$ cat config.mk
export PLATFORM = sky130hd
export DESIGN_NAME = key_press_classifier_top
export DESIGN_NICKNAME = d
export VERILOG_FILES = /design/src/sv/kpc_pkg.sv /design/src/sv/key_press_classifier_top.sv /design/src/sv/kpc_button.sv
export SDC_FILE = /design/constraint.sdc
export NUM_CORES = 1
export LEC_CHECK = 0
export BUFFER_PORTS_ARGS = -buffer_cell sky130_fd_sc_hd__buf_2
export CAP_MARGIN = 20
export CORE_MARGIN = 2
export CORE_UTILIZATION = 50
export CTS_CLUSTER_SIZE = 14
export DETAILED_ROUTE_END_ITERATION = 8
export GPL_TIMING_DRIVEN = 0
export PLACE_DENSITY = 0.76
export SYNTH_ARGS = -nofsm -noshare
export SYNTH_HDL_FRONTEND = slang
export SYNTH_SLANG_ARGS = --single-unit
$ cat constraint.sdc
create_clock -name clk_i -period 3.61 [get_ports clk_i]
set_clock_uncertainty 0.05 [all_clocks]
set_input_delay 0 -clock clk_i [delete_from_list [all_inputs] [get_ports clk_i]]
set_output_delay 0 -clock clk_i [all_outputs]
set_load 0.02 [all_outputs]
$ cat src/sv/kpc_pkg.sv
// Package for the key press classifier: payload structs, action and register codes,
// button state encoding and the control/status structs of one button slice.
// No dependencies.
package kpc_pkg;

  localparam int unsigned MAX_BUTTONS_DEF = 8;
  localparam int unsigned CNT_W           = 4;
  localparam int unsigned CODE_W          = 8;
  localparam int unsigned MASK_W          = 16;
  localparam int unsigned TICK_W          = 16;
  localparam int unsigned CFG_IDX_W       = 3;
  localparam int unsigned CFG_DATA_W      = 64;

  localparam logic [TICK_W-1:0] LONG_TICKS_RST = TICK_W'(100);
  localparam logic [TICK_W-1:0] HOLD_TICKS_RST = TICK_W'(20);

  typedef enum logic [2:0] {
    ACT_TICK       = 3'd0,
    ACT_QUERY_PRSD = 3'd1,
    ACT_QUERY_LONG = 3'd2,
    ACT_QUERY_TOGL = 3'd3,
    ACT_TAKE_KEY   = 3'd4
  } action_e;

  typedef enum logic [CFG_IDX_W-1:0] {
    CFG_BUTTON_COUNT = 3'd0,
    CFG_BUTTON_CODES = 3'd1,
    CFG_MASKS_LOW    = 3'd2,
    CFG_MASKS_HIGH   = 3'd3,
    CFG_LONG_TICKS   = 3'd4,
    CFG_HOLD_TICKS   = 3'd5,
    CFG_LOCKED       = 3'd6
  } cfg_reg_e;

  typedef enum logic [1:0] {
    BTN_IDLE  = 2'd0,
    BTN_SHORT = 2'd1,
    BTN_LONG  = 2'd2,
    BTN_HELD  = 2'd3
  } btn_state_e;

  typedef struct packed {
    logic [2:0]        action;
    logic [MASK_W-1:0] key_mask;
    logic [CODE_W-1:0] key_code;
  } kpc_req_t;

  typedef struct packed {
    logic              answer;
    logic [CODE_W-1:0] latched_key;
  } kpc_rsp_t;

  typedef struct packed {
    logic tick;
    logic hit;
    logic to_held;
    logic clr_flag;
  } kpc_btn_ctrl_t;

  typedef struct packed {
    btn_state_e state;
    logic       toggled;
  } kpc_btn_stat_t;

endpackage

$ cat src/sv/key_press_classifier_top.sv
// Top level of the key press classifier: configuration registers, button slices,
// query priority logic and a two-entry output buffer. Depends on kpc_pkg, kpc_button.
//
// Usage:
//   Requests arrive on in_valid_i / in_req_i and are taken when in_stall_o is low.
//   Each request gives exactly one response on out_valid_o / out_rsp_o, taken when
//   out_stall_i is low. A tick request updates all buttons in use at once unless
//   locked; query requests look up buttons by key code, lowest button first.
//   out_valid_o and out_rsp_o come from registers; one request is accepted
//   every cycle while the receiver keeps up. Button state updates and the response
//   are both computed in the acceptance cycle from registered state.
//   When the receiver stalls, the response waits in the output register and one
//   more request may be accepted into the skid register; in_stall_o then rises
//   until the receiver drains a response.
//   Configuration writes (cfg_we_i, cfg_idx_i, cfg_wdata_i) are registered,
//   are meant only while idle, and never touch a running timer.
//   Reset: all buttons not pressed, timers at 100 ticks, flags and latched key
//   cleared, registers at their defaults, output buffer empty.
module key_press_classifier_top #(
  parameter int unsigned MAX_BUTTONS = kpc_pkg::MAX_BUTTONS_DEF
) (
  input  logic                             clk_i,
  input  logic                             rst_ni,
  input  logic                             cfg_we_i,
  input  logic [kpc_pkg::CFG_IDX_W-1:0]    cfg_idx_i,
  input  logic [kpc_pkg::CFG_DATA_W-1:0]   cfg_wdata_i,
  input  logic                             in_valid_i,
  output logic                             in_stall_o,
  input  kpc_pkg::kpc_req_t                in_req_i,
  output logic                             out_valid_o,
  input  logic                             out_stall_i,
  output kpc_pkg::kpc_rsp_t                out_rsp_o
);
  import kpc_pkg::*;

  logic [CNT_W-1:0]      button_count_q;
  logic [CFG_DATA_W-1:0] button_codes_q;
  logic [CFG_DATA_W-1:0] masks_low_q;
  logic [CFG_DATA_W-1:0] masks_high_q;
  logic [TICK_W-1:0]     long_ticks_q;
  logic [TICK_W-1:0]     hold_ticks_q;
  logic                  locked_q;

  always_ff @(posedge clk_i or negedge rst_ni) begin
    if (!rst_ni) begin
      button_count_q <= '0;
      button_codes_q <= '0;
      masks_low_q    <= '0;
      masks_high_q   <= '0;
      long_ticks_q   <= LONG_TICKS_RST;
      hold_ticks_q   <= HOLD_TICKS_RST;
      locked_q       <= 1'b0;
    end else if (cfg_we_i) begin
      unique case (cfg_idx_i)
        CFG_BUTTON_COUNT: button_count_q <= cfg_wdata_i[CNT_W-1:0];
        CFG_BUTTON_CODES: button_codes_q <= cfg_wdata_i;
        CFG_MASKS_LOW:    masks_low_q    <= cfg_wdata_i;
        CFG_MASKS_HIGH:   masks_high_q   <= cfg_wdata_i;
        CFG_LONG_TICKS:   long_ticks_q   <= cfg_wdata_i[TICK_W-1:0];
        CFG_HOLD_TICKS:   hold_ticks_q   <= cfg_wdata_i[TICK_W-1:0];
        CFG_LOCKED:       locked_q       <= cfg_wdata_i[0];
        default:          ;
      endcase
    end
  end

  logic             skid_valid_q;
  logic             out_valid_q;
  kpc_rsp_t         out_rsp_q, skid_rsp_q;
  logic             in_fire, out_fire;
  logic [CNT_W-1:0] n_used;
  logic             do_tick;

  assign in_stall_o = skid_valid_q;
  assign in_fire    = in_valid_i & ~skid_valid_q;
  assign out_fire   = out_valid_q & ~out_stall_i;
  assign n_used     = (button_count_q > CNT_W'(MAX_BUTTONS)) ? CNT_W'(MAX_BUTTONS)
                                                             : button_count_q;
  assign do_tick    = in_fire && (in_req_i.action == ACT_TICK) && !locked_q;

  logic [MAX_BUTTONS-1:0] in_use, code_eq, hit, match_any, match_long;
  logic [MAX_BUTTONS-1:0] first_long, first_code, flags;
  logic [MAX_BUTTONS-1:0][CODE_W-1:0] codes;
  kpc_btn_ctrl_t [MAX_BUTTONS-1:0] btn_ctrl;
  kpc_btn_stat_t [MAX_BUTTONS-1:0] btn_stat;

  for (genvar i = 0; i < MAX_BUTTONS; i++) begin : g_btn
    logic [MASK_W-1:0] mask;
    if (i < 4) begin : g_lo
      assign mask = masks_low_q[MASK_W*i +: MASK_W];
    end else begin : g_hi
      assign mask = masks_high_q[MASK_W*(i-4) +: MASK_W];
    end
    assign codes[i]      = button_codes_q[CODE_W*i +: CODE_W];
    assign in_use[i]     = CNT_W'(i) < n_used;
    assign code_eq[i]    = in_use[i] && (codes[i] == in_req_i.key_code);
    assign hit[i]        = |(in_req_i.key_mask & mask);
    assign match_any[i]  = code_eq[i] && (btn_stat[i].state != BTN_IDLE);
    assign match_long[i] = code_eq[i] && (btn_stat[i].state == BTN_LONG);
    assign flags[i]      = btn_stat[i].toggled;

    assign btn_ctrl[i].tick     = do_tick && in_use[i];
    assign btn_ctrl[i].hit      = hit[i];
    assign btn_ctrl[i].to_held  = in_fire && first_long[i] &&
                                  (in_req_i.action == ACT_QUERY_PRSD ||
                                   in_req_i.action == ACT_QUERY_LONG);
    assign btn_ctrl[i].clr_flag = in_fire && first_code[i] &&
                                  (in_req_i.action == ACT_QUERY_TOGL);

    kpc_button u_button (
      .clk_i        (clk_i),
      .rst_ni       (rst_ni),
      .ctrl_i       (btn_ctrl[i]),
      .long_ticks_i (long_ticks_q),
      .hold_ticks_i (hold_ticks_q),
      .stat_o       (btn_stat[i])
    );
  end

  always_comb begin
    logic found_l, found_c;
    found_l    = 1'b0;
    found_c    = 1'b0;
    first_long = '0;
    first_code = '0;
    for (int i = 0; i < MAX_BUTTONS; i++) begin
      if (match_long[i] && !found_l) begin
        first_long[i] = 1'b1;
        found_l       = 1'b1;
      end
      if (code_eq[i] && !found_c) begin
        first_code[i] = 1'b1;
        found_c       = 1'b1;
      end
    end
  end

  logic [CODE_W-1:0] pressed_code_q, pressed_code_d;
  kpc_rsp_t          rsp;

  always_comb begin
    pressed_code_d = pressed_code_q;
    rsp            = '0;
    if (in_fire) begin
      unique case (in_req_i.action)
        ACT_TICK: begin
          if (!locked_q) begin
            for (int i = 0; i < MAX_BUTTONS; i++) begin
              if (in_use[i] && hit[i]) pressed_code_d = codes[i];
            end
          end
        end
        ACT_QUERY_PRSD: rsp.answer = |match_any;
        ACT_QUERY_LONG: rsp.answer = |match_long;
        ACT_QUERY_TOGL: rsp.answer = |(first_code & flags);
        ACT_TAKE_KEY: begin
          rsp.latched_key = pressed_code_q;
          pressed_code_d  = '0;
        end
        default: ;
      endcase
    end
  end

  always_ff @(posedge clk_i or negedge rst_ni) begin
    if (!rst_ni) begin
      pressed_code_q <= '0;
    end else begin
      pressed_code_q <= pressed_code_d;
    end
  end

  always_ff @(posedge clk_i or negedge rst_ni) begin
    if (!rst_ni) begin
      out_valid_q  <= 1'b0;
      skid_valid_q <= 1'b0;
    end else begin
      if (skid_valid_q) begin
        if (out_fire) skid_valid_q <= 1'b0;
      end else if (in_fire) begin
        if (!out_valid_q || out_fire) out_valid_q  <= 1'b1;
        else                          skid_valid_q <= 1'b1;
      end else if (out_fire) begin
        out_valid_q <= 1'b0;
      end
    end
  end

  always_ff @(posedge clk_i) begin
    if (skid_valid_q) begin
      if (out_fire) out_rsp_q <= skid_rsp_q;
    end else if (in_fire) begin
      if (!out_valid_q || out_fire) out_rsp_q  <= rsp;
      else                          skid_rsp_q <= rsp;
    end
  end

  assign out_valid_o = out_valid_q;
  assign out_rsp_o   = out_rsp_q;

  a_skid_needs_out: assert property (@(posedge clk_i) disable iff (!rst_ni)
    skid_valid_q |-> out_valid_q)
    else $error("skid entry without output entry");

  a_one_to_held: assert property (@(posedge clk_i) disable iff (!rst_ni)
    $onehot0(first_long))
    else $error("more than one button moved to held");

  a_take_clears: assert property (@(posedge clk_i) disable iff (!rst_ni)
    (in_fire && in_req_i.action == ACT_TAKE_KEY) |=> (pressed_code_q == '0))
    else $error("latched key not cleared after take");

  a_locked_tick: assert property (@(posedge clk_i) disable iff (!rst_ni)
    (in_fire && in_req_i.action == ACT_TICK && locked_q) |=> $stable(btn_stat))
    else $error("locked tick changed button state");

endmodule

$ cat src/sv/kpc_button.sv
// One button slice: press state, repeat timer and toggled flag.
// Depends on kpc_pkg for the control/status structs and state encoding.
module kpc_button (
  input  logic                         clk_i,
  input  logic                         rst_ni,
  input  kpc_pkg::kpc_btn_ctrl_t       ctrl_i,
  input  logic [kpc_pkg::TICK_W-1:0]   long_ticks_i,
  input  logic [kpc_pkg::TICK_W-1:0]   hold_ticks_i,
  output kpc_pkg::kpc_btn_stat_t       stat_o
);
  import kpc_pkg::*;

  btn_state_e        state_q, state_d;
  logic [TICK_W-1:0] timer_q, timer_d;
  logic              flag_q, flag_d;
  logic [TICK_W-1:0] timer_dec;

  assign timer_dec = timer_q - TICK_W'(1);

  always_comb begin
    state_d = state_q;
    timer_d = timer_q;
    flag_d  = flag_q;
    if (ctrl_i.tick) begin
      if (ctrl_i.hit) begin
        if (timer_dec == '0) begin
          state_d = BTN_LONG;
          timer_d = hold_ticks_i;
        end else begin
          timer_d = timer_dec;
          if (state_q == BTN_IDLE) state_d = BTN_SHORT;
        end
      end else begin
        state_d = BTN_IDLE;
        timer_d = long_ticks_i;
      end
      if (state_d != state_q && state_d != BTN_LONG) flag_d = 1'b1;
    end else begin
      if (ctrl_i.to_held) state_d = BTN_HELD;
      if (ctrl_i.clr_flag) flag_d = 1'b0;
    end
  end

  always_ff @(posedge clk_i or negedge rst_ni) begin
    if (!rst_ni) begin
      state_q <= BTN_IDLE;
      timer_q <= LONG_TICKS_RST;
      flag_q  <= 1'b0;
    end else begin
      state_q <= state_d;
      timer_q <= timer_d;
      flag_q  <= flag_d;
    end
  end

  assign stat_o.state   = state_q;
  assign stat_o.toggled = flag_q;

endmodule
# --- After elaboration in Yosys (flattened, before gate mapping) ---
# Cells that the tools add are included.
classes:
  n_reduce_logical: 190
  n_mux: 140
  addsub: 8
  magnitude_cmp: 9
  eq_ne: 54
  bitwise_logic: 14
ops:
  columns: ["op", "n"]
  rows:
  - ["$mux W16", 16]
  - ["$and A16 B16 Y16", 8]
  - ["$logic_not A16 Y1", 8]
  - ["$reduce_or A16 Y1", 8]
  - ["$sub A16 B1 Y16 const B", 8]
  - ["$logic_and A1 B1 Y1", 96]
  - ["$mux W2", 48]
  - ["$mux W8", 10]
  - ["$eq A8 B8 Y1", 8]
  - ["$mux W1", 59]
  - ["$reduce_bool A2 Y1", 28]
  - ["$mux W9", 4]
  - ["$reduce_and A2 Y1", 15]
  - ["$reduce_or A8 Y1", 3]
  - ["$ne A2 B1 Y1 const B", 10]
  - ["$ne A2 B2 Y1 const B", 9]
  - ["$eq A2 B2 Y1 const B", 8]
  - ["$logic_not A1 Y1", 16]
  - ["$logic_not A2 Y1", 8]
  - ["$lt A3 B4 Y1 const A", 4]
  - ["$ne A2 B2 Y1", 8]
  - ["$pmux W8 S2", 1]
  - ["$eq A3 B2 Y1 const B", 4]
  - ["$eq A3 B3 Y1 const B", 4]
  - ["14 further kinds", 24]
totals:
  wordCells: 453
  ff_bits: 409
  input_bits: 99
  out_inout_bits: 11

# --- Longest topological paths before layout ---
# Gate-level depths: netlist (run 1).
depth:
  word_depth: 32
  depth_mapped: 12
  depth_no_buf: 9

# --- Cells and area by module ---
# Synthesis (run 1) repeated with hierarchy kept, for this count alone.
hier_totals:
  cells_unflattened: 2712
  area_unflattened_um2: 25916.1
modules_own_cells:
  columns: ["module", "seq_area_each_um2", "area_each_um2", "n_inst", "cells_per_inst"]
  rows:
  - ["key_press_classifier_top", 6527.5, 12510.7, 1, 1017]
  - ["kpc_button at g_btn[0].u_button ...", 479.2, 1691.6, 7, 214]
  - ["kpc_button at g_btn[7].u_button", 479.2, 1564.0, 1, 197]

# --- Worst setup path after synthesis (run 1) ---
# No wires, ideal clock.
synth_path:
  kind: "register to register"
  startpoint: "register g_btn[6].u_button.timer_q[0]"
  endpoint: "register g_btn[6].u_button.timer_q[1]"
  t_arrival_ns: 2.896
  period_less_slack_ns: 3.038
  setup_slack_ns: 0.572
  n_path_buf: 2
  stages_incl_launch_ff: 12
  t_required_ns: 3.468
  setup_ns: 0.092
  cell_sequence: "dfrtp_1 > inv_1 > ha_1 > or3b_1 > buf_2 > nor4_1 > xor2_1 > nor4_1 > and2_4 > buf_6 > mux2_4 > o31ai_2"
synth_between:
  elab_chain_cells: 4
synth_lines:
  columns: ["element", "line_no", "rtl"]
  rows:
  - ["start: declaration", "kpc_button.sv:14", "logic [TICK_W-1:0] timer_q, timer_d;"]
  - ["start signal: assignment", "kpc_button.sv:51", "timer_q <= timer_d;"]
  - ["$sub A16 B1 Y16 (*)", "kpc_button.sv:18", "assign timer_dec = timer_q - TICK_W'(1);"]
  - ["$logic_not A16 Y1", "kpc_button.sv:26", "if (timer_dec == '0) begin"]
  - ["$mux W16 (*)", "kpc_button.sv:26", null]
  - ["$mux W16 (*)", "kpc_button.sv:25", "if (ctrl_i.hit) begin"]
# Every way passes the cells marked *; elsewhere a longest branch is shown, timed or not.
# A chain may end at the register's enable or synchronous reset.

# --- Worst setup path in the final report (run 1) ---
layout_path:
  startpoint: "register g_btn[3].u_button.timer_q[2]"
  endpoint: "register g_btn[3].u_button.timer_q[2]"
layout_between:
  elab_chain_cells: 4
layout_lines:
  columns: ["element", "line_no"]
  rows:
  - ["start: declaration", "kpc_button.sv:14"]
  - ["start signal: assignment", "kpc_button.sv:51"]
  - ["$sub A16 B1 Y16 (*)", "kpc_button.sv:18"]
  - ["$logic_not A16 Y1", "kpc_button.sv:26"]
  - ["$mux W16 (*)", "kpc_button.sv:26"]
  - ["$mux W16 (*)", "kpc_button.sv:25"]
# Marks and branches as above.

==> impl_metrics.csv, run 1 <==
group,metric,value,unit
outcome,outcome,"finished with violations",
outcome,violations,"design-rule violations",
placement,place_hpwl,61.5,mm
finish,design_area,28100,um2
worst_setup_path,critical_path_required,4.06,ns
grt,antenna_found_initial,10,
power,p_sw,7.62,mW
floorplan,row_count,80,
logic_synthesis,syn_inst,2525,
logic_synthesis,synth_edf_count,18,
power,sw_frac_of_total,39.6,%
logic_synthesis,synth-main-ff-cell,"dfrtp_1",
worst_setup_path,cp.arrival,3.90,ns
clocking,clk_latency,0.62,ns
power,p_total,19.3,mW
placement,placed_cell_area,25600,um2
worst_setup_path,r2r-start,"g_btn[3].u_button.timer_q[2]",
timing,min_period_over_period,95.6,%
timing,slew_headroom,12.5,%
timing,rsz0062_at_grt,"false",
timing,worst_pin_slew,1.30,ns
logic_synthesis,synthesis.nets,2640,
clocking,cts_root_buf,"clkbuf_16",
grt,grt_first_pass_wirelength,136,mm
clocking,cts.htree.levels,2,
finish,drive_gt1_share,20.1,%
grt,first_global_vias,22800,
worst_setup_path,r2r_slack,0.16,ns
finish,finalNetCount,2864,
floorplan,initial_utilization,50.7,%
routing,first_iter_violations,3116,
finish,fill_cells,4067,
routing,dr.pass1.iters,9,
clocking,clk_path_buf_depth,3,
timing,setup_viol,0,
finish,final_cell_mix,"362 x dfrtp_1, 241 x mux2_2, 207 x nor2_1, 156 x clkbuf_1, 154 x nor3_1",
floorplan,core_area,47800,um2
hold_path,min_path_type,"input port to register",
power,power.density,687,nW/um2
timing,hold_violations,0,
grt,grt_overflow,0,
worst_setup_path,startpoint,"g_btn[3].u_button.timer_q[2]",
timing,max_freq,290,MHz
placement,place_inst,3233,
finish,mostFrequentLayoutCell,"dfrtp_1",
routing,dr_total_vias,23400,
clocking,clock_sinks,409,
floorplan,die_x,224,um
routing,vias_per_cell,6.86,
worst_setup_path,crit_type,"register to register",
clocking,cts_made_buffers,46,
routing,wl_per_cell,26.7,um
clocking,cts_tree,"built",
logic_synthesis,yosysSeqAreaShare,42.7,%
clocking,postCtsSetupBuffers,0,
worst_setup_path,cp-start-kind,"register",
worst_setup_path,path_max_fanout,10,
worst_setup_path,r2r_cells,9,
logic_synthesis,synthDistinctLibCells,100,
logic_synthesis,async_flop_share,95.6,%
logic_synthesis,yosys_warnings,0,
power,power.share.clock,25.4,%
power,leakagePower,11.2,nW
worst_setup_path,end_kind,"register",
floorplan,dieArea,50300,um2
power,seqPwrFrac,34.5,%
logic_synthesis,synth_area,24200,um2
placement,gp_congestion,0.990,
timing,maxSlewViolCount,0,
timing,period_minus_slack,3.45,ns
finish,layout.cells.non_filler,3409,
floorplan,num_io_pins,110,
timing,whs,0.0563,ns
logic_synthesis,synth_area_per_cell,9.60,um2
logic_synthesis,synth_seq_cells,409,
power,internal_power,11.6,mW
hold_path,hold_depth,5,
routing,drtAntennaViolNets,0,
power,p_comb_share,40.2,%
clocking,clkSlewWorstSetupHoldPaths,0.06,ns
hold_path,min_from,"in_req_i[25]",
run,maxCapViolCount,0,
worst_setup_path,regToRegEndpoint,"g_btn[3].u_button.timer_q[2]",
power,ir_worst_vdd,419,uV
hold_path,holdPathEnd,"g_btn[5].u_button.flag_q",
floorplan,die_h,224,um
grt,grt_max_degree,125,
routing,drc,2,
placement,io_buffers,84,
grt,grt_use_total,35.6,%
finish,area_growth,15.7,%
routing,wl,90.9,mm
-- synthesized netlist by cell type (12+ instances only) --
library cell	n	area (um2)
xor2_1	13	114
edfxtp_1	18	541
nor2_1	207	777
or2_2	30	188
a31oi_1	43	269
a22oi_1	80	601
nor2b_1	20	125
nor3_1	155	776
nor3b_1	15	113
ha_1	16	200
clkbuf_1	147	552
mux2_2	241	2710
and3_1	45	282
nor4_1	40	250
nand3_1	71	355
nand4_1	40	250
a221oi_1	33	289
o22ai_1	12	75.1
inv_1	38	143
dfstp_2	29	762
buf_2	32	160
a21oi_1	86	430
nand2_1	139	522
a211oi_1	37	278
o21a_1	12	90.1
a2111oi_0	36	315
dfrtp_1	362	9060
nor4b_1	12	105
or4_1	16	120
o21ai_0	122	611
or3_1	45	282
nand2b_1	18	113
xnor2_1	77	674
-- worst max-delay path, cell delays in order (launching register included) --
cell and delay (ns):
dfstp_2 0.36, buf_2 0.17, nor3_2 0.57, nand3_1 0.28, a221oi_1 0.34, o2111ai_1 0.33, nor4_4 0.56, buf_2 0.33
a221oi_1 0.12, nor3_1 0.25
-- repair_timing --
item                       in CTS  in global routing
hold buffers                   78                  0
hold endpoints to repair      528                  0
setup endpoints to repair       1                 17
resized for setup               1                 11
-- registers in the layout, summed over array words and instances, names as in the netlist --
name	count
long_ticks_q	16
out_rsp_o	9
g_btn.u_button.state_q	16
hold_ticks_q	16
masks_high_q	64
g_btn.u_button.timer_q	128
out_valid_o	1
in_stall_o	1
locked_q	1
g_btn.u_button.flag_q	8
button_codes_q	64
pressed_code_q	8
masks_low_q	64
skid_rsp_q	9
button_count_q	4
-- stage by stage --
step                utilization [%]  setup slack, ns  TNS [ns]
floorplan                         -            0.572         0
global placement               53.2            -5.26  -1963.92
detailed placement             53.5          -0.0748   -0.0748
CTS                            58.4            0.108         0
global route                   58.6          0.00580         0
finish                         58.6            0.161         0
-- kinds of logic (layout without fill, tap and decap cells) --
group / count (synthesis) / after routing / share of synthesized area, %
xor gates and xnor gates: 90 / 90 / 3.25
other: 0 / 8 / 0
and+or+nand+nor: 923 / 923 / 20.2
AOI/OAI and AO/OA: 593 / 593 / 17.1
buffers and inverters: 241 / 502 / 4.15
DFF: 409 / 409 / 42.7
adders and majority gates: 16 / 16 / 0.826
muxes: 253 / 253 / 11.7
-- power by group through the flow --
| stage | logic [mW] | clock network (mW) | registers [mW] |
|---|---|---|---|
| global placement | 7.06 | 0 | 6.58 |
| CTS | 7.45 | 4.90 | 6.58 |
| detailed placement | 7.31 | 0 | 6.64 |
| global route | 8.30 | 5.07 | 6.73 |
| floorplan | 5.36 | 0 | 6.38 |
| finish | 7.74 | 4.89 | 6.64 |
-- cell type report --
type / instances / area [um2] / area share (%)
multi-input combinational: 1875 / 12900 / 46.0
sequential: 409 / 10400 / 36.9
timing repair buffer: 176 / 1410 / 5.03
clock buffer: 67 / 1340 / 4.76
buffer: 202 / 863 / 3.08
tap: 615 / 769 / 2.74
clock inverter: 18 / 234 / 0.834
inverter: 39 / 146 / 0.522
antenna: 8 / 20.0 / 0.0713
-- per-layer routing --
metal  wire (um)  share of wire [%]  track usage [%]  vias to the layer above
li1            -                  -                -                     9957
met1       34500                 38             44.7                    11500
met2       40100                 44             54.2                     1532
met3        9070                 10             7.94                      401
met4        7180                7.9             26.0                        8
met5          45              0.050                0                        -
-- worst max-delay path by stage --
stage,endpoint,slack (ns),depth (start not counted)
2_1_floorplan,g_btn[6].u_button.timer_q[1],0.57,11
3_3_place_gp,masks_low_q[14],-5.26,1
3_5_place_dp,g_btn[5].u_button.timer_q[1],-0.07,10
4_1_cts,out_rsp_o[8],0.11,8
5_1_grt,g_btn[3].u_button.timer_q[12],0.006,10
6_report,g_btn[3].u_button.timer_q[2],0.16,9
Note: power is estimated with default switching activity, not from simulation.
==> inputs of run 2 (changes only) <==
--- a/config.mk
+++ b/config.mk
@@ -9,6 +9,7 @@
 export CAP_MARGIN = 20
 export CORE_MARGIN = 2
 export CORE_UTILIZATION = 50
+export CTS_BUF_LIST = sky130_fd_sc_hd__clkbuf_2 sky130_fd_sc_hd__clkbuf_4 sky130_fd_sc_hd__clkbuf_8
 export CTS_CLUSTER_SIZE = 14
 export DETAILED_ROUTE_END_ITERATION = 8
 export GPL_TIMING_DRIVEN = 0
==> constraint.sdc (replaced) <==
create_clock -name clk_i -period 3.61 [get_ports clk_i]
set_clock_uncertainty 0.05 [all_clocks]
set_input_delay 0 -clock clk_i [delete_from_list [all_inputs] [get_ports clk_i]]
set_output_delay 0 -clock clk_i [all_outputs]
set_load 0.1 [all_outputs]
==> run 2 against run 1 <==
  * The flow now finishes without violations
  * Critical path depth up 1
  * Total power rose by 1.4%
  * Register-to-register slack got worse by 0.04 ns
  * Via count up 0.62%
  * Sequential power barely moved
  * Worst setup slack got worse by 0.035 ns
  * Die area stayed put
  * Highest routed layer unchanged
==> impl_metrics.csv, run 2 (synthesis gave the netlist of run 1 again) <==
group,metric,value,unit
outcome,outcome,"finished, final reports clean",
clocking,clock_sinks,409,
floorplan,row_count,80,
routing,wl_per_cell,26.2,um
grt,first_global_vias,23000,
grt,grt_first_pass_wirelength,137,mm
power,ir_worst_vdd,449,uV
routing,dr.pass1.iters,6,
finish,area_growth,16.0,%
floorplan,die_h,224,um
routing,drc,0,
finish,largest-register,"g_btn.u_button.timer_q",
hold_path,hold_depth,7,
clocking,cts.htree.levels,3,
power,internal_power,11.6,mW
placement,io_buffers,84,
floorplan,die_x,224,um
finish,finalNetCount,2894,
floorplan,initial_utilization,50.7,%
grt,antenna_found_initial,5,
finish,largest_register_ffs,128,
routing,wl,90.6,mm
run,maxCapViolCount,0,
power,p_comb_share,41.2,%
worst_setup_path,r2r-start,"g_btn[2].u_button.timer_q[0]",
finish,fill_cells,4042,
timing,min_period_over_period,96.5,%
routing,first_iter_violations,3275,
finish,drive_gt1_share,21.8,%
finish,layout.cells.non_filler,3461,
worst_setup_path,cp-start-kind,"register",
routing,highest_layer,"met5",
floorplan,core_area,47800,um2
routing,drtAntennaViolNets,0,
worst_setup_path,crit_type,"register to register",
routing,wl_met3,9.10,mm
power,sw_frac_of_total,40.7,%
timing,slew_headroom,13.8,%
placement,place_inst,3233,
placement,place_hpwl,61.5,mm
timing,max_freq,287,MHz
routing,wl_met1,34.4,mm
clocking,clk_path_buf_depth,3,
clocking,clkSlewWorstSetupHoldPaths,0.06,ns
worst_setup_path,cp.arrival,4.01,ns
worst_setup_path,end_kind,"register",
power,seqPwrFrac,34.0,%
hold_path,holdPathEnd,"g_btn[2].u_button.flag_q",
grt,grt_overflow,0,
worst_setup_path,r2r_slack,0.13,ns
grt,grt_max_degree,125,
timing,period_minus_slack,3.48,ns
floorplan,num_io_pins,110,
floorplan,dieArea,50300,um2
power,leakagePower,11.3,nW
hold_path,min_path_type,"input port to register",
finish,multiInputGateArea,12900,um2
finish,final_cell_mix,"362 x dfrtp_1, 241 x mux2_2, 207 x nor2_1, 154 x nor3_1, 145 x clkbuf_1",
timing,setup_viol,0,
grt,grt_use_total,35.7,%
finish,utilization,58.8,%
timing,worst_pin_slew,1.29,ns
clocking,cts_tree,"built",
clocking,cts_root_buf,"clkbuf_8",
placement,gp_congestion,0.990,
routing,wl_met2,39.6,mm
finish,mostFrequentLayoutCell,"dfrtp_1",
power,p_sw,7.96,mW
worst_setup_path,r2r_cells,10,
worst_setup_path,critical_path_required,4.14,ns
power,power.share.clock,24.8,%
power,power.density,694,nW/um2
timing,hold_violations,0,
clocking,cts_made_buffers,74,
routing,vias_per_cell,6.80,
worst_setup_path,path_max_fanout,10,
finish,regArea,10400,um2
hold_path,min_from,"in_req_i[2]",
clocking,clk_latency,0.68,ns
routing,dr_total_vias,23500,
worst_setup_path,regToRegEndpoint,"g_btn[2].u_button.timer_q[2]",
timing,maxSlewViolCount,0,
[run 2: how the worst max path moves through the flow]
stage | endpoint | from | depth (start not counted) | slack [ns]
2_1_floorplan | g_btn[6].u_button.timer_q[1] | g_btn[6].u_button.timer_q[0] | 11 | 0.57
4_1_cts | g_btn[6].u_button.timer_q[1] | g_btn[6].u_button.timer_q[0] | 11 | 0.08
6_report | g_btn[2].u_button.timer_q[2] | g_btn[2].u_button.timer_q[0] | 10 | 0.13
5_1_grt | g_btn[5].u_button.timer_q[13] | g_btn[5].u_button.timer_q[0] | 10 | -0.01
3_5_place_dp | g_btn[5].u_button.timer_q[1] | g_btn[5].u_button.timer_q[0] | 10 | -0.07
3_3_place_gp | masks_low_q[14] | rst_ni | 1 | -5.26
[run 2: worst max-delay path, stage by stage (launching register included)]
cell      delay (ns)
dfrtp_1         0.43
inv_1           0.10
ha_1            0.26
or4b_1          0.54
nor4_1          0.33
xor2_1          0.18
a211oi_2        0.56
and2_1          0.26
buf_2           0.26
a221oi_1        0.13
nor3_1          0.29
[run 2: power by group through the flow]
stage | clock network [mW] | registers (mW) | logic, mW
floorplan | 0 | 6.71 | 5.36
global placement | 0 | 6.58 | 7.39
detailed placement | 0 | 6.64 | 7.65
CTS | 4.85 | 6.58 | 7.78
global route | 5.05 | 6.73 | 8.61
finish | 4.85 | 6.64 | 8.05
[run 2: layer usage]
layer	up-vias	track usage [%]
met5	-	0
li1	10000	-
met1	11600	44.8
met4	6	25.6
met2	1505	53.9
met3	411	8.85
[run 2: cell type report]
| class | instances | area share [%] |
|---|---|---|
| multi-input cells | 1875 | 45.9 |
| flip-flops and latches | 409 | 36.8 |
| clock buffers | 118 | 5.19 |
| repair buffers | 178 | 5.09 |
| plain buffers | 202 | 3.07 |
| well taps | 615 | 2.73 |
| clock inverters | 18 | 0.627 |
| inverters | 39 | 0.520 |
| diodes | 7 | 0.0623 |
[run 2: metrics by stage]
step | hold WS (ns) | instance area (um2) | setup TNS [ns] | total power [mW] | setup WS (ns)
finish | 0.0548 | 28100 | 0 | 19.5 | 0.126
global route | 0.0841 | 28100 | -0.00984 | 20.4 | -0.00984
CTS | 0.0300 | 28100 | 0 | 19.2 | 0.0767
detailed placement | -0.0496 | 25600 | -0.0748 | 14.3 | -0.0748
global placement | 0.210 | 25400 | -1963.92 | 14.0 | -5.26
floorplan | -0.346 | 24200 | 0 | 12.1 | 0.572
[run 2: timing repair]
action | 4_1_cts | 5_1_grt
endpoints found under the hold margin | 543 | 0
hold buffers | 81 | 0
gates resized for setup | 1 | 10
buffers inserted | 0 | 0
endpoints found under the setup margin | 1 | 15
